[src/rtl/core/bap_pkg.sv]
// Shared types, constants and helpers for the button address programmer.
// No dependencies; imported by every module of the block.
`default_nettype none

package bap_pkg;

    // field and register widths
    localparam int ADDR_W = 4;
    localparam int TIMER_W = 16;
    localparam int DEBOUNCE_W = 8;
    localparam int CFG_DATA_W = 16;
    localparam int CFG_INDEX_W = 3;
    localparam int PHASE_W = 3;

    // click count saturation: the address maximum, held to what four bits carry
    localparam int ADDRESS_MAX = 15;
    localparam int CLICK_SAT = (ADDRESS_MAX < 15) ? ADDRESS_MAX : 15;
    localparam logic [ADDR_W-1:0] CLICK_SAT_C = ADDR_W'(CLICK_SAT);

    // configuration register indexes
    localparam logic [CFG_INDEX_W-1:0] REG_DEBOUNCE = 3'd0;
    localparam logic [CFG_INDEX_W-1:0] REG_LONG_PRESS = 3'd1;
    localparam logic [CFG_INDEX_W-1:0] REG_BLINK_HALF = 3'd2;
    localparam logic [CFG_INDEX_W-1:0] REG_FLASH = 3'd3;
    localparam logic [CFG_INDEX_W-1:0] REG_LED_IDLE = 3'd4;
    localparam logic [CFG_INDEX_W-1:0] REG_START_ADDR = 3'd5;

    // configuration reset values
    localparam logic [DEBOUNCE_W-1:0] DEBOUNCE_RST = 8'd20;
    localparam logic [TIMER_W-1:0] LONG_PRESS_RST = 16'd1000;
    localparam logic [TIMER_W-1:0] BLINK_HALF_RST = 16'd250;
    localparam logic [TIMER_W-1:0] FLASH_RST = 16'd100;
    localparam logic LED_IDLE_RST = 1'b0;
    localparam logic [ADDR_W-1:0] START_ADDR_RST = 4'd0;

    // sequencer phases
    localparam logic [PHASE_W-1:0] PH_LOOP = 3'd0;
    localparam logic [PHASE_W-1:0] PH_DEBOUNCE = 3'd1;
    localparam logic [PHASE_W-1:0] PH_HOLD = 3'd2;
    localparam logic [PHASE_W-1:0] PH_RELEASE = 3'd3;
    localparam logic [PHASE_W-1:0] PH_FLASH = 3'd4;
    localparam logic [PHASE_W-1:0] PH_BLINK_ON = 3'd5;
    localparam logic [PHASE_W-1:0] PH_BLINK_OFF = 3'd6;
    localparam logic [PHASE_W-1:0] PH_DONE = 3'd7;

    typedef struct packed {
        logic [DEBOUNCE_W-1:0] debounce_ticks;
        logic [TIMER_W-1:0] long_press_ticks;
        logic [TIMER_W-1:0] blink_half_ticks;
        logic [TIMER_W-1:0] flash_ticks;
        logic led_idle_level;
        logic start_load;
        logic [ADDR_W-1:0] start_address;
    } bap_cfg_t;

    typedef struct packed {
        logic led_level;
        logic write_strobe;
        logic [ADDR_W-1:0] write_address;
        logic address_mode;
        logic session_done;
    } bap_result_t;

    // a zero time setting counts as one tick
    function automatic logic [TIMER_W-1:0] at_least_one(input logic [TIMER_W-1:0] v);
        logic [TIMER_W-1:0] r;
        r = (v == '0) ? TIMER_W'(1) : v;
        return r;
    endfunction

endpackage

`default_nettype wire

[src/rtl/core/bap_cfg.sv]
// Configuration register file of the button address programmer.
// Depends on bap_pkg for widths, register indexes and reset values.
`default_nettype none

module bap_cfg
    import bap_pkg::*;
(
    input  wire logic                   clk,
    input  wire logic                   rst_n,
    input  wire logic                   cfg_we,
    input  wire logic [CFG_INDEX_W-1:0] cfg_index,
    input  wire logic [CFG_DATA_W-1:0]  cfg_data,
    output bap_cfg_t                    cfg
);

    logic [DEBOUNCE_W-1:0] debounce_reg;
    logic [TIMER_W-1:0] long_press_reg;
    logic [TIMER_W-1:0] blink_half_reg;
    logic [TIMER_W-1:0] flash_reg;
    logic led_idle_reg;

    // register writes, unknown indexes ignored; the start address is loaded in the core
    always_ff @(posedge clk or negedge rst_n)
    begin
        if (!rst_n)
        begin
            debounce_reg <= DEBOUNCE_RST;
            long_press_reg <= LONG_PRESS_RST;
            blink_half_reg <= BLINK_HALF_RST;
            flash_reg <= FLASH_RST;
            led_idle_reg <= LED_IDLE_RST;
        end
        else if (cfg_we)
        begin
            case (cfg_index)
                REG_DEBOUNCE:   debounce_reg <= cfg_data[DEBOUNCE_W-1:0];
                REG_LONG_PRESS: long_press_reg <= cfg_data;
                REG_BLINK_HALF: blink_half_reg <= cfg_data;
                REG_FLASH:      flash_reg <= cfg_data;
                REG_LED_IDLE:   led_idle_reg <= cfg_data[0];
                default:        ;
            endcase
        end
    end

    // start address goes straight to the core with a load pulse
    always_comb
    begin
        cfg.debounce_ticks = debounce_reg;
        cfg.long_press_ticks = long_press_reg;
        cfg.blink_half_ticks = blink_half_reg;
        cfg.flash_ticks = flash_reg;
        cfg.led_idle_level = led_idle_reg;
        cfg.start_load = cfg_we && (cfg_index == REG_START_ADDR);
        cfg.start_address = cfg_data[ADDR_W-1:0];
    end

endmodule

`default_nettype wire

[src/rtl/core/bap_core.sv]
// Per-tick state update of the button address programmer: debounce, hold
// timing, mode toggle, flash and blink sequencing. Depends on bap_pkg.
`default_nettype none

module bap_core
    import bap_pkg::*;
(
    input  wire logic  clk,
    input  wire logic  rst_n,
    input  wire logic  step,
    input  wire logic  button_level,
    input  wire bap_cfg_t cfg,
    output bap_result_t result
);

    logic [PHASE_W-1:0] phase_reg, phase_next;
    logic mode_reg, mode_next;
    logic led_state_reg, led_state_next;
    logic led_drive_reg, led_drive_next;
    logic prev_level_reg, prev_level_next;
    logic [ADDR_W-1:0] click_reg, click_next;
    logic [ADDR_W-1:0] stored_reg, stored_next;
    logic [TIMER_W-1:0] timer_reg, timer_next;
    logic [ADDR_W-1:0] blinks_reg, blinks_next;
    logic done_reg, done_next;
    logic committed_reg, committed_next;
    logic strobe;
    logic [TIMER_W-1:0] timer_dec;
    logic [ADDR_W-1:0] blinks_dec;

    assign timer_dec = timer_reg - TIMER_W'(1);
    assign blinks_dec = blinks_reg - ADDR_W'(1);

    // next state for one tick
    always_comb
    begin
        phase_next = phase_reg;
        mode_next = mode_reg;
        led_state_next = led_state_reg;
        led_drive_next = led_drive_reg;
        prev_level_next = prev_level_reg;
        click_next = click_reg;
        stored_next = stored_reg;
        timer_next = timer_reg;
        blinks_next = blinks_reg;
        done_next = done_reg;
        committed_next = committed_reg;
        strobe = 1'b0;

        case (phase_reg)
            PH_LOOP:
            begin
                led_drive_next = led_state_reg;
                if (button_level != prev_level_reg)
                begin
                    prev_level_next = button_level;
                    if (cfg.debounce_ticks == '0)
                    begin
                        // resample at once
                        if (button_level)
                        begin
                            if (click_reg < CLICK_SAT_C)
                                click_next = click_reg + ADDR_W'(1);
                            timer_next = '0;
                            phase_next = PH_HOLD;
                        end
                        else if (!mode_reg)
                        begin
                            done_next = 1'b1;
                            phase_next = PH_DONE;
                        end
                        else
                            phase_next = PH_LOOP;
                    end
                    else
                    begin
                        timer_next = TIMER_W'(cfg.debounce_ticks);
                        phase_next = PH_DEBOUNCE;
                    end
                end
                else if (!button_level && !mode_reg)
                begin
                    done_next = 1'b1;
                    phase_next = PH_DONE;
                end
            end
            PH_DEBOUNCE:
            begin
                timer_next = timer_dec;
                if (timer_dec == '0)
                begin
                    if (button_level)
                    begin
                        if (click_reg < CLICK_SAT_C)
                            click_next = click_reg + ADDR_W'(1);
                        timer_next = '0;
                        phase_next = PH_HOLD;
                    end
                    else if (!mode_reg)
                    begin
                        done_next = 1'b1;
                        phase_next = PH_DONE;
                    end
                    else
                        phase_next = PH_LOOP;
                end
            end
            PH_HOLD:
            begin
                if (timer_reg < cfg.long_press_ticks)
                begin
                    timer_next = timer_reg + TIMER_W'(1);
                    if (!button_level)
                    begin
                        // short click
                        if (mode_reg)
                        begin
                            led_drive_next = ~led_state_reg;
                            timer_next = at_least_one(cfg.flash_ticks);
                            phase_next = PH_FLASH;
                        end
                        else if (stored_reg == '0)
                        begin
                            done_next = 1'b1;
                            phase_next = PH_DONE;
                        end
                        else
                        begin
                            blinks_next = stored_reg;
                            timer_next = at_least_one(cfg.blink_half_ticks);
                            phase_next = PH_BLINK_ON;
                        end
                    end
                end
                else
                begin
                    // long press toggles the mode
                    if (mode_reg)
                    begin
                        stored_next = click_reg - ADDR_W'(1);
                        strobe = 1'b1;
                        committed_next = 1'b1;
                    end
                    else
                        click_next = '0;
                    mode_next = ~mode_reg;
                    led_state_next = ~led_state_reg;
                    led_drive_next = ~led_state_reg;
                    if (button_level)
                        phase_next = PH_RELEASE;
                    else if (mode_reg)
                    begin
                        done_next = 1'b1;
                        phase_next = PH_DONE;
                    end
                    else
                        phase_next = PH_LOOP;
                end
            end
            PH_RELEASE:
            begin
                if (!button_level)
                begin
                    if (!mode_reg)
                    begin
                        done_next = 1'b1;
                        phase_next = PH_DONE;
                    end
                    else
                        phase_next = PH_LOOP;
                end
            end
            PH_FLASH:
            begin
                timer_next = timer_dec;
                if (timer_dec == '0)
                begin
                    led_drive_next = led_state_reg;
                    phase_next = PH_LOOP;
                end
            end
            PH_BLINK_ON:
            begin
                timer_next = timer_dec;
                if (timer_dec == '0)
                begin
                    led_drive_next = 1'b1;
                    if (button_level)
                    begin
                        done_next = 1'b1;
                        phase_next = PH_DONE;
                    end
                    else
                    begin
                        timer_next = at_least_one(cfg.blink_half_ticks);
                        phase_next = PH_BLINK_OFF;
                    end
                end
            end
            PH_BLINK_OFF:
            begin
                timer_next = timer_dec;
                if (timer_dec == '0)
                begin
                    led_drive_next = 1'b0;
                    if (button_level)
                    begin
                        done_next = 1'b1;
                        phase_next = PH_DONE;
                    end
                    else
                    begin
                        blinks_next = blinks_dec;
                        if (blinks_dec == '0)
                        begin
                            done_next = 1'b1;
                            phase_next = PH_DONE;
                        end
                        else
                        begin
                            timer_next = at_least_one(cfg.blink_half_ticks);
                            phase_next = PH_BLINK_ON;
                        end
                    end
                end
            end
            default:
                phase_next = PH_DONE;
        endcase
    end

    // result of this tick
    always_comb
    begin
        result.led_level = led_drive_next ^ cfg.led_idle_level;
        result.write_strobe = strobe;
        result.write_address = stored_next;
        result.address_mode = mode_next;
        result.session_done = done_next;
    end

    // state registers
    always_ff @(posedge clk or negedge rst_n)
    begin
        if (!rst_n)
        begin
            phase_reg <= PH_LOOP;
            mode_reg <= 1'b0;
            led_state_reg <= 1'b0;
            led_drive_reg <= 1'b0;
            prev_level_reg <= 1'b0;
            click_reg <= '0;
            stored_reg <= START_ADDR_RST;
            timer_reg <= '0;
            blinks_reg <= '0;
            done_reg <= 1'b0;
            committed_reg <= 1'b0;
        end
        else if (step)
        begin
            phase_reg <= phase_next;
            mode_reg <= mode_next;
            led_state_reg <= led_state_next;
            led_drive_reg <= led_drive_next;
            prev_level_reg <= prev_level_next;
            click_reg <= click_next;
            stored_reg <= stored_next;
            timer_reg <= timer_next;
            blinks_reg <= blinks_next;
            done_reg <= done_next;
            committed_reg <= committed_next;
        end
        else if (cfg.start_load && !committed_reg)
        begin
            // start address only counts until the first commit
            stored_reg <= cfg.start_address;
        end
    end

    // a commit only happens when leaving address mode
    assert property (@(posedge clk) disable iff (!rst_n)
        (step && strobe) |-> (mode_reg && !mode_next))
        else $error("commit strobe outside address mode exit");

    // a finished session stays finished
    assert property (@(posedge clk) disable iff (!rst_n)
        done_reg |=> done_reg)
        else $error("session done flag dropped");

    // the done flag and the done phase go together
    assert property (@(posedge clk) disable iff (!rst_n)
        done_reg |-> (phase_reg == PH_DONE))
        else $error("done flag without done phase");

    // click count never passes its saturation point
    assert property (@(posedge clk) disable iff (!rst_n)
        click_reg <= CLICK_SAT_C)
        else $error("click count above saturation");

endmodule

`default_nettype wire

[src/rtl/core/bap_obuf.sv]
// Two-entry output buffer of the button address programmer: a result
// register plus a skid entry. Depends on bap_pkg for the result type.
`default_nettype none

module bap_obuf
    import bap_pkg::*;
(
    input  wire logic  clk,
    input  wire logic  rst_n,
    input  wire logic  push,
    input  wire bap_result_t push_data,
    output logic       push_ready,
    output logic       out_valid,
    input  wire logic  out_ready,
    output bap_result_t out_data
);

    logic main_valid_reg;
    logic skid_valid_reg;
    bap_result_t main_reg;
    bap_result_t skid_reg;
    logic pop;

    assign pop = main_valid_reg && out_ready;
    assign push_ready = !skid_valid_reg;
    assign out_valid = main_valid_reg;
    assign out_data = main_reg;

    // valid bits
    always_ff @(posedge clk or negedge rst_n)
    begin
        if (!rst_n)
        begin
            main_valid_reg <= 1'b0;
            skid_valid_reg <= 1'b0;
        end
        else if (skid_valid_reg)
        begin
            if (pop)
                skid_valid_reg <= 1'b0;
        end
        else if (push)
        begin
            if (main_valid_reg && !pop)
                skid_valid_reg <= 1'b1;
            else
                main_valid_reg <= 1'b1;
        end
        else if (pop)
            main_valid_reg <= 1'b0;
    end

    // payload
    always_ff @(posedge clk)
    begin
        if (skid_valid_reg)
        begin
            if (pop)
                main_reg <= skid_reg;
        end
        else if (push)
        begin
            if (main_valid_reg && !pop)
                skid_reg <= push_data;
            else
                main_reg <= push_data;
        end
    end

endmodule

`default_nettype wire

[src/rtl/core/button_address_programmer.sv]
// Button address programmer: one request per millisecond tick carries the
// raw button level; one result request comes back for every tick.
// Input channel: in_valid / in_ready with button_level.
// Output channel: out_valid / out_ready with led_level, write_strobe,
// write_address, address_mode and session_done.
// Configuration: cfg_we with cfg_index and cfg_data, taken on the clock edge,
// index 0 debounce, 1 long press, 2 blink half period, 3 flash time,
// 4 LED idle level, 5 start address; write only while the block is idle.
// Result path: the state update between the state and result registers is
// combinational; a tick's result is registered when its request is taken.
// Throughput: one tick per cycle while in_ready is high.
// Stall: a two-entry output buffer keeps in_ready high while one result
// waits; with two results held, in_ready drops until out_ready takes one.
// Reset: configuration returns to its defaults, the sequencer waits for the
// button in idle mode, the stored address is the start address, and the
// output buffer is empty.
// Depends on bap_pkg, bap_cfg, bap_core and bap_obuf.
`default_nettype none

module button_address_programmer
    import bap_pkg::*;
(
    input  wire logic                   clk,
    input  wire logic                   rst_n,
    input  wire logic                   cfg_we,
    input  wire logic [CFG_INDEX_W-1:0] cfg_index,
    input  wire logic [CFG_DATA_W-1:0]  cfg_data,
    input  wire logic                   in_valid,
    output logic                        in_ready,
    input  wire logic                   button_level,
    output logic                        out_valid,
    input  wire logic                   out_ready,
    output logic                        led_level,
    output logic                        write_strobe,
    output logic [ADDR_W-1:0]           write_address,
    output logic                        address_mode,
    output logic                        session_done
);

    bap_cfg_t cfg;
    bap_result_t step_result;
    bap_result_t out_data;
    logic step;

    assign step = in_valid && in_ready;

    // configuration registers
    bap_cfg u_cfg (
        .clk       (clk),
        .rst_n     (rst_n),
        .cfg_we    (cfg_we),
        .cfg_index (cfg_index),
        .cfg_data  (cfg_data),
        .cfg       (cfg)
    );

    // tick sequencer
    bap_core u_core (
        .clk          (clk),
        .rst_n        (rst_n),
        .step         (step),
        .button_level (button_level),
        .cfg          (cfg),
        .result       (step_result)
    );

    // result register with skid entry
    bap_obuf u_obuf (
        .clk        (clk),
        .rst_n      (rst_n),
        .push       (step),
        .push_data  (step_result),
        .push_ready (in_ready),
        .out_valid  (out_valid),
        .out_ready  (out_ready),
        .out_data   (out_data)
    );

    // output fields
    assign led_level = out_data.led_level;
    assign write_strobe = out_data.write_strobe;
    assign write_address = out_data.write_address;
    assign address_mode = out_data.address_mode;
    assign session_done = out_data.session_done;

endmodule

`default_nettype wire
[config.mk]
export PLATFORM = sky130hd
export DESIGN_NAME = button_address_programmer
export DESIGN_NICKNAME = d
export VERILOG_FILES = /design/src/rtl/core/bap_pkg.sv /design/src/rtl/core/bap_cfg.sv /design/src/rtl/core/bap_core.sv /design/src/rtl/core/bap_obuf.sv /design/src/rtl/core/button_address_programmer.sv
export SDC_FILE = /design/constraint.sdc
export NUM_CORES = 1
export LEC_CHECK = 0
export ABC_AREA = 1
export BUFFER_PORTS_ARGS = -buffer_cell sky130_fd_sc_hd__buf_2
export CAP_MARGIN = 20
export CELL_PAD_IN_SITES_DETAIL_PLACEMENT = 0
export CELL_PAD_IN_SITES_GLOBAL_PLACEMENT = 2
export CORE_MARGIN = 5
export CORE_UTILIZATION = 39
export CTS_CLUSTER_SIZE = 20
export DETAILED_ROUTE_END_ITERATION = 16
export PLACE_DENSITY = 0.89
export SLEW_MARGIN = 25
export SYNTH_ARGS = -nofsm -noshare
export SYNTH_HDL_FRONTEND = slang
export SYNTH_SLANG_ARGS = --single-unit
[constraint.sdc]
create_clock -name clk -period 4.2 [get_ports clk]
set_input_delay 0.63 -clock clk [delete_from_list [all_inputs] [get_ports clk]]
set_output_delay 0.63 -clock clk [all_outputs]
set_load 0.1 [all_outputs]
==> results of run 1 <==
-- kinds of logic after synthesis --
kind of cell             count (synthesis)  synth area share [%]
buffers and inverters                  185                  10.3
AND/OR/NAND/NOR                        498                  30.3
adder cells (fa/ha/maj)                 23                  3.83
flip-flops                             112                  38.7
AO/OA/AOI/OAI                          197                  14.5
XOR/XNOR                                21                  2.45
-- per-stage QoR --
| step | instances | power (mW) | setup WS [ns] | util (%) |
|---|---|---|---|---|
| 6_report | 1315 | 2.50 | 0.727 | 43.2 |
| 3_5_place_dp | 1299 | 1.65 | 0.774 | 41.6 |
| 4_1_cts | 1315 | 2.52 | 0.763 | 43.2 |
| 3_3_place_gp | 1299 | 1.65 | 0.789 | 41.6 |
| 2_1_floorplan | 1036 | 1.51 | 1.42 | - |
| 5_1_grt | 1315 | 2.62 | 0.304 | 43.2 |
-- per-layer routing --
metal | track usage, % | share of wire, % | vias to the layer above
met5 | 0 | 0 | -
met4 | 4.21 | 1.3 | 0
met3 | 2.92 | 3.7 | 21
met2 | 33.8 | 46 | 119
met1 | 28.7 | 48 | 3099
li1 | - | - | 3402
-- power by group through the flow --
stage / sequential (mW) / clock, mW / combinational (mW)
2_1_floorplan: 1.30 / 0 / 0.211
3_3_place_gp: 1.34 / 0 / 0.312
3_5_place_dp: 1.34 / 0 / 0.311
4_1_cts: 1.32 / 0.891 / 0.313
5_1_grt: 1.34 / 0.927 / 0.362
6_report: 1.32 / 0.873 / 0.309
-- layout make-up --
class                           count  area [um^2]
Clock buffer                       11          243
Clock inverter                      5         52.6
Fill cell                        1979        10700
Inverter                          149          559
Multi-Input combinational cell    739         3840
Sequential cell                   112         2900
Tap cell                          260          325
Timing Repair Buffer               39          210
-- how the worst max path moves through the flow --
stage,start,end,slack (ns),cells past startpoint
after floorplan,u_obuf.skid_valid_reg,u_obuf.out_data[0],1.42,6
after global placement,u_core.timer_reg[0],u_core.timer_reg[9],0.79,14
after detailed placement,u_core.timer_reg[0],u_core.timer_reg[4],0.77,14
after CTS,u_core.timer_reg[0],u_core.timer_reg[4],0.76,14
after global routing,u_core.timer_reg[0],u_core.timer_reg[4],0.30,14
final,u_core.timer_reg[0],u_core.timer_reg[4],0.73,14
-- cells in the mapped netlist (2+ instances only) --
cell type  count
inv_1        133
nand4_2        2
nor2_1        72
nor2_8         3
a22oi_1        2
o311ai_1       2
o311ai_0       2
nand3_1       45
dfstp_2       17
nand4_1       20
inv_2         11
o2111ai_1      5
nand3b_1       2
a21oi_1       46
xnor2_1        3
nor3_1         8
ha_1          23
nor2_2         7
clkinv_1       5
a31oi_1        3
a211oi_1       3
and2_1         2
xor2_1        18
nand2_2       10
clkbuf_1      19
nand3_2        6
nand2_4        4
o221ai_1       2
nor3_2         2
o21ai_1       13
o211ai_1       2
o22ai_1        6
nand2_1      295
o21ai_0      102
buf_6          9
or2_2          2
dfrtp_1       79
nor2_4         7
buf_2          8
edfxtp_1      16
o31ai_1        3
nor4_1        11
==> results.yml, run 1 <==
worst_setup_path:
  crit_required_ns: 4.45
  cp-start-kind: "flop"
  cp_max_fo: 13
  slowest_delay_ns: 0.54
  reg2reg_from: "u_core.timer_reg[0]"
  worst_r2r_path_depth: 14
  critPathArrivalTime_ns: 3.72
  end_kind: "flop"
  cp_slowest_cell: "nand4_1"
  cpMostUsedCell: "nand2_1"
  critPathBufInv: 1
  worst-r2r-setup-slack_ns: 0.73
  r2r_end: "u_core.timer_reg[4]"
  crit_family: "simple AND/OR/NAND/NOR gates"
  crit_type: "flop to flop"
  crit_path_cell_trace: "inv_2 > ha_1 > xnor2_1 > nand3_1 > nor2_1 > nand2_1 > nor2_1 > nand3_2 > o21ai_1 > nand4_1 > nand2_1 > nand2_1 > nand2_1 > nand2_1"
global_route:
  grt_max_degree: 54
  grt_pass1_vias: 6439
  grt_overflow: 0
  antenna_found_initial: 0
  grt_use_total_pct: 20.4
  grt_pass1_wl_um: 35800
pwr:
  p_int_mw: 1.77
  p_seq_share_pct: 52.8
  clock_power_share_pct: 34.9
  ir_worst_vdd_v: 0.000170
  power_switching_mw: 0.736
  p_comb_share_pct: 12.4
  leakage_nw: 4.02
  swShare_pct: 29.4
  power_density_nw_per_um2: 307
floorplanning:
  io_pins: 35
  fp.coreArea_um2: 18800
  num_rows: 50
  die-area_um2: 22100
  start_util_pct: 39.9
  dieWidth_um: 149
  die_h_um: 149
final_layout:
  final_common_cell: "nand2_1"
  stdcell_area_um2: 8140
  mostFrequentLayoutCells: "295 x nand2_1, 133 x inv_1, 102 x o21ai_0"
  fin_nets: 1098
  drive_gt1_share_pct: 12.2
  area_growth_pct: 8.36
  diodes: 0
route:
  num_vias: 6641
  dr.pass1.iters: 5
  avgRoutedWirePerCell_um: 16.9
  drc: 0
  drt-vias-per-instance: 5.05
  final_antenna_net_count: 0
  wl_um: 22200
  drtIter0Drc: 421
sta:
  slew_viol_final: 0
  layout_min_cycle_time_ns: 3.47
  fin_skew_ns: 0.0228
  worstMarginPinSlew_ns: 0.962
  max_slew_margin_pct: 35.7
  hold_viol_final: 0
  setup-tns-final_ns: 0
  setup_viol: 0
  fmax_mhz: 288
  finalCritPeriodShare_pct: 82.7
  holdWs_ns: 0.320
  rsz0062_at_grt: "no"
yosys:
  synth_edf_count: 16
  ys.flop_type: "dfrtp_1"
  synth_area_leader_cell: "dfrtp_1"
  async_flop_share_pct: 85.7
  synth_area_um2: 7510
  synth_fp_nets: 1084
  yosysSeqAreaShare_pct: 38.7
  synth_top_area_share_pct: 26.3
  postSynthCellCount: 1036
  netlist_top_cells_area: "dfrtp_1 26%, nand2_1 15%, o21ai_0 6.8%"
  ys_ff_latch: 112
  ys_types: 48
  ys.warnings.count: 0
  avgSynthCellArea_um2: 7.25
status:
  status: "complete, no violations"
cts:
  cts_resized: 0
  cts_buffers: 9
  clk_latency_ns: 0.37
  cts_tree: "yes"
  root_buffer: "clkbuf_16"
  cts_setup_buffers: 0
  cts.path.max_buffers: 2
  htree_levels: 3
  path_clk_slew_ns: 0.08
  hold_buffers: 0
  cts_num_sinks: 112
place:
  portBuffers: 34
  gp_congestion: 0.918
  dp_hpwl_um: 17000
  place_area_um2: 7830
min_path:
  hold_path.class: "input port to async pin"
job:
  max_cap_viol_count: 0
(Power assumes the default switching activity.)
==> run 2, diff against run 1 <==
--- a/config.mk
+++ b/config.mk
@@ -11,10 +11,10 @@
 export CELL_PAD_IN_SITES_DETAIL_PLACEMENT = 0
 export CELL_PAD_IN_SITES_GLOBAL_PLACEMENT = 2
 export CORE_MARGIN = 5
-export CORE_UTILIZATION = 39
+export CORE_UTILIZATION = 33
 export CTS_CLUSTER_SIZE = 20
 export DETAILED_ROUTE_END_ITERATION = 16
-export PLACE_DENSITY = 0.89
+export PLACE_DENSITY = 0.8
 export SLEW_MARGIN = 25
 export SYNTH_ARGS = -nofsm -noshare
 export SYNTH_HDL_FRONTEND = slang
==> constraint.sdc (replaced) <==
create_clock -name clk -period 2.9 [get_ports clk]
set_input_delay 0.435 -clock clk [delete_from_list [all_inputs] [get_ports clk]]
set_output_delay 0.435 -clock clk [all_outputs]
set_load 0.1 [all_outputs]
==> run 2 against run 1 <==
  * Sequential power increased by 45%
  * Setup slack got worse by 0.54 ns
  * Fmax up 28%
  * First-iteration DRC count rose by 31%
  * Cell count rose by 4.7%
  * Global-route usage decreased by 1.7 points
  * Sequential share of layout area decreased by 1.4 points
  * Hold slack got worse by 0.27 ns
  * Die area rose by 17%
  * Register-to-register slack got worse by 0.54 ns
  * Critical path type unchanged
  * Critical endpoint is now u_core.timer_reg[7]
  * Highest routed layer unchanged
==> results.yml, run 2 (synthesis gave the netlist of run 1 again) <==
global_route:
  grt_util_met3_pct: 2.46
  grt_use_total_pct: 18.8
  grt_pass1_vias: 6765
  use_met2_pct: 28.8
  met1_usage_pct: 27.6
  grt_overflow: 0
  grt_max_degree: 43
  antenna_found_initial: 0
  gr-max-usage-layer: "met2"
  grt_pass1_wl_um: 38600
cts:
  htree_levels: 3
  cts_num_sinks: 112
  root_buffer: "clkbuf_16"
  clk_latency_ns: 0.38
  cts_buffers: 9
  path_clk_slew_ns: 0.09
  cts_tree: "yes"
  cts.path.max_buffers: 2
sta:
  setup_viol: 0
  fin_skew_ns: 0.0149
  rsz0062_at_grt: "no"
  fin_ws_ns: 0.183
  fmax_mhz: 368
  setup-tns-final_ns: 0
  hold_viol_final: 0
  worstMarginPinSlew_ns: 0.814
  layout_min_cycle_time_ns: 2.72
  slew_viol_final: 0
  finalCritPeriodShare_pct: 93.7
  holdWs_ns: 0.0498
  max_slew_margin_pct: 45.7
place:
  dp_hpwl_um: 18400
  dp_slack_ns: 0.0754
  place_area_um2: 8150
  gp_congestion: 0.883
  portBuffers: 34
floorplanning:
  fp.coreArea_um2: 22500
  start_util_pct: 33.4
  die_h_um: 161
  dieWidth_um: 161
  num_rows: 55
  die-area_um2: 25900
  io_pins: 35
final_layout:
  final_common_cell: "nand2_1"
  area_growth_pct: 12.7
  drive_gt1_share_pct: 15.4
  mostFrequentLayoutCells: "295 x nand2_1, 133 x inv_1, 100 x o21ai_0"
  fin_nets: 1135
  stdcell_area_um2: 8470
  fill_cells: 2417
  multi_input_comb_area_um2: 3840
  diodes: 0
  regArea_um2: 2910
worst_setup_path:
  cp_slowest_cell: "dfrtp_1"
  critPathArrivalTime_ns: 2.98
  cp-start-kind: "flop"
  cp_max_fo: 12
  slowest_delay_ns: 0.39
  worst-r2r-setup-slack_ns: 0.18
  crit_path_cell_trace: "inv_1 > ha_1 > xnor2_1 > nand3_1 > nor2_1 > nand2_1 > nor2_1 > nand3_2 > buf_4 > o21ai_1 > nand4_1 > buf_4 > nand2_1 > nand2_1 > nand2_1 > nand2_1"
  end_kind: "flop"
  crit_start: "u_core.timer_reg[1]"
  crit_required_ns: 3.16
  cpMostUsedCell: "nand2_1"
  reg2reg_from: "u_core.timer_reg[1]"
  crit_type: "flop to flop"
pwr:
  power_mw: 3.72
  ir_worst_vdd_v: 0.000280
  leakage_nw: 4.22
  power_density_nw_per_um2: 440
job:
  max_cap_viol_count: 0
route:
  drc: 0
  drt-vias-per-instance: 4.97
  avgRoutedWirePerCell_um: 17.2
  drtIter0Drc: 553
  num_vias: 6839
  wl_um: 23700
  dr.pass1.iters: 5
  final_antenna_net_count: 0
min_path:
  hold_path.class: "input port to async pin"
status:
  status: "complete, no violations"
-- run 2: changes by cell type in the layout (fill, tap and decap cells not counted), sizes merged --
| cell | delta |
|---|---|
| buf | +37 |
| clkbuf | -2 |
| clkinvlp | -1 |
| inv | +3 |
-- run 2: worst paths after layout --
check,to,cells after the start
min in group clk,u_obuf.out_valid,4
worst max register to register,u_core.timer_reg[7],16
worst min-delay path,u_core.stored_reg[0],1
max in group asynchronous,u_cfg.blink_half_reg[7],2
worst min register to register,u_cfg.debounce_reg[0],2
worst max-delay path,u_core.timer_reg[7],16
-- run 2: layout make-up --
class | instances | share of cell area, %
clock buffers | 9 | 2.66
clock inverters | 7 | 0.946
inverters | 149 | 6.61
flip-flops and latches | 112 | 34.3
repair buffers | 76 | 5.91
well taps | 285 | 4.21
multi-input cells | 739 | 45.3
-- run 2: what timing repair did --
item	4_1_cts	5_1_grt
hold buffers	0	0
gates resized for setup	0	5
setup endpoints to repair	0	15
setup buffers	0	0
-- run 2: stage by stage --
| step | cells | util (%) |
|---|---|---|
| after floorplan | 1036 | - |
| after global placement | 1361 | 36.2 |
| after detailed placement | 1361 | 36.2 |
| after CTS | 1377 | 37.6 |
| after global routing | 1377 | 37.6 |
| final | 1377 | 37.6 |
-- run 2: report_power, final --
part           total (mW)  switching [mW]  internal [mW]  leakage, nW
registers            1.91           0.141           1.77         1.34
clock network        1.35           0.727          0.626        0.152
logic               0.458           0.294          0.164         2.73
-- run 2: worst max-delay path: cells and delay by family, from the launching register on --
kind                       cells  cell delay [ns]
adders and majority gates      1             0.37
DFF                            1             0.39
and+or+nand+nor               10             1.00
xor gates and xnor gates       1             0.19
AOI/OAI and AO/OA              1             0.12
buffers and inverters          3             0.52
-- run 2: layer usage --
layer	up-vias	wire length, um
met5	-	0
met4	0	490
met3	29	884
met2	148	10400
met1	3185	11900
li1	3477	-
==> run 3, diff against run 2 <==
--- a/config.mk
+++ b/config.mk
@@ -11,10 +11,10 @@
 export CELL_PAD_IN_SITES_DETAIL_PLACEMENT = 0
 export CELL_PAD_IN_SITES_GLOBAL_PLACEMENT = 2
 export CORE_MARGIN = 5
-export CORE_UTILIZATION = 33
+export CORE_UTILIZATION = 36
 export CTS_CLUSTER_SIZE = 20
 export DETAILED_ROUTE_END_ITERATION = 16
-export PLACE_DENSITY = 0.8
+export PLACE_DENSITY_LB_ADDON = 0.1
 export SLEW_MARGIN = 25
 export SYNTH_ARGS = -nofsm -noshare
 export SYNTH_HDL_FRONTEND = slang
==> constraint.sdc (replaced) <==
create_clock -name clk -period 2.5 [get_ports clk]
set_input_delay 0.375 -clock clk [delete_from_list [all_inputs] [get_ports clk]]
set_output_delay 0.375 -clock clk [all_outputs]
set_load 0.1 [all_outputs]
==> run 3 against run 2 <==
  * Non-clock buffer count is 77 higher
  * Die area shrank 7.8%
  * Critical path depth did not move
  * Sequential share of layout area fell by 3.1 points
  * Clock skew down 0.0060 ns
  * Cell count is 4.5% higher
  * Critical endpoint unchanged
  * Largest power group unchanged
  * Highest routed layer unchanged
==> results.yml, run 3 (synthesis gave the netlist of run 1 again) <==
status:
  status: "complete, no violations"
cts:
  cts_num_sinks: 112
  cts.path.max_buffers: 2
  cts_tree: "yes"
  htree_levels: 3
  cts_buffers: 9
  clk_latency_ns: 0.37
  root_buffer: "clkbuf_16"
  path_clk_slew_ns: 0.08
worst_setup_path:
  crit_type: "flop to flop"
  cp_slowest_cell: "dfrtp_2"
  slowest_delay_ns: 0.45
  crit_path_cell_trace: "buf_6 > nor2_4 > nand3_2 > nand2_2 > nand2_2 > nor2_1 > nand2_2 > nor2_4 > nand3_4 > o21ai_2 > nand4_1 > buf_4 > nand2_1 > nand2_1 > nand2_1 > nand2_1"
  end_kind: "flop"
  cpMostUsedCell: "nand2_1"
  cp_max_fo: 7
  cp-start-kind: "flop"
  crit_required_ns: 2.76
  critPathArrivalTime_ns: 2.71
pwr:
  p_seq_share_pct: 51.6
  ir_worst_vdd_v: 0.000298
  leakage_nw: 4.62
  p_comb_share_pct: 14.0
  swShare_pct: 30.3
  p_int_mw: 3.00
  power_mw: 4.30
  power_switching_mw: 1.30
  clock_power_share_pct: 34.5
  power_density_nw_per_um2: 461
sta:
  fin_ws_ns: 0.0479
  fmax_mhz: 408
  holdWs_ns: 0.298
  setup_viol: 0
  slew_viol_final: 0
  layout_min_cycle_time_ns: 2.45
  hold_viol_final: 0
  worstMarginPinSlew_ns: 0.519
  max_slew_margin_pct: 65.4
  rsz0062_at_grt: "yes"
  setup-tns-final_ns: 0
  fin_skew_ns: 0.00892
  finalCritPeriodShare_pct: 98.1
place:
  gp_congestion: 0.915
  portBuffers: 34
  dp_hpwl_um: 19500
  dp_slack_ns: -0.108
  place_area_um2: 8680
  place_inst: 1413
route:
  wl_um: 25000
  drc: 0
  drtIter0Drc: 427
  final_antenna_net_count: 0
  dr.pass1.iters: 5
  avgRoutedWirePerCell_um: 17.3
  num_vias: 7160
  drt-vias-per-instance: 4.98
floorplanning:
  io_pins: 35
  fp.coreArea_um2: 20400
  dieWidth_um: 154
  die_h_um: 154
  num_rows: 52
  start_util_pct: 36.9
  die-area_um2: 23800
min_path:
  hold_path.class: "input port to flop"
final_layout:
  stdcell_count: 1439
  fin_util_pct: 45.7
  diodes: 0
  area_growth_pct: 24.0
  mostFrequentLayoutCells: "272 x nand2_1, 131 x inv_1, 106 x buf_4"
  stdcell_area_um2: 9320
  final_common_cell: "nand2_1"
  fin_nets: 1212
  drive_gt1_share_pct: 25.1
global_route:
  grt_overflow: 0
  grt_max_degree: 46
  grt_pass1_vias: 6944
  antenna_found_initial: 0
  grt_use_total_pct: 21.2
  grt_pass1_wl_um: 39700
job:
  max_cap_viol_count: 0
-- run 3: changes by cell type in the layout (fill, tap and decap cells not counted), sizes merged --
| cell | before | now |
|---|---|---|
| dlygate4sd3 | 0 | 1 |
| clkinvlp | 0 | 1 |
| inv | 149 | 144 |
| clkinv | 7 | 10 |
| buf | 76 | 151 |
| clkbuf | 9 | 11 |
-- run 3: final timing paths --
kind | to | startpoint | cells after the start | slack [ns]
max | u_core.timer_reg[7] | u_core.timer_reg[5] | 16 | 0.05
min | u_obuf.out_valid | out_ready | 4 | 0.30
max reg2reg | u_core.timer_reg[7] | u_core.timer_reg[5] | 16 | 0.05
min reg2reg | u_cfg.long_press_reg[4] | u_cfg.long_press_reg[4] | 2 | 0.49
max in group asynchronous | u_cfg.long_press_reg[3] | rst_n | 3 | 1.22
min in group asynchronous | u_core.stored_reg[3] | rst_n | 2 | 0.52
-- run 3: final cells by class --
class,instances,area (um^2)
clock buffers,10,229
clock inverters,6,67.6
fillers,2173,11000
inverters,149,563
multi-input cells,739,4060
flip-flops and latches,112,2910
well taps,270,338
repair buffers,153,1150
-- run 3: critical path, delay by kind of cell (launching register included) --
| family | cells | cell delay (ns) |
|---|---|---|
| DFF | 1 | 0.45 |
| AOI/OAI and AO/OA | 1 | 0.15 |
| buffers and inverters | 2 | 0.37 |
| and+or+nand+nor | 13 | 1.39 |
-- run 3: timing repair --
action	CTS	global route
hold endpoints to repair	27	0
gates cloned	0	1
resized for setup	12	70
pin swaps	3	29
setup buffers	0	8
hold buffers	1	0
setup endpoints to repair	31	48
-- run 3: power groups by stage --
stage	Sequential, mW	Clock, mW	Combinational [mW]
2_1_floorplan	2.18	0	0.354
3_3_place_gp	2.25	0	0.568
3_5_place_dp	2.25	0	0.575
4_1_cts	2.22	1.54	0.587
5_1_grt	2.24	1.60	0.696
6_report	2.22	1.48	0.600
-- run 3: per-layer routing --
layer	GRT usage, %	routed length, um
met5	0	0
met4	5.47	427
met3	2.63	954
met2	35.1	11900
met1	29.6	11600
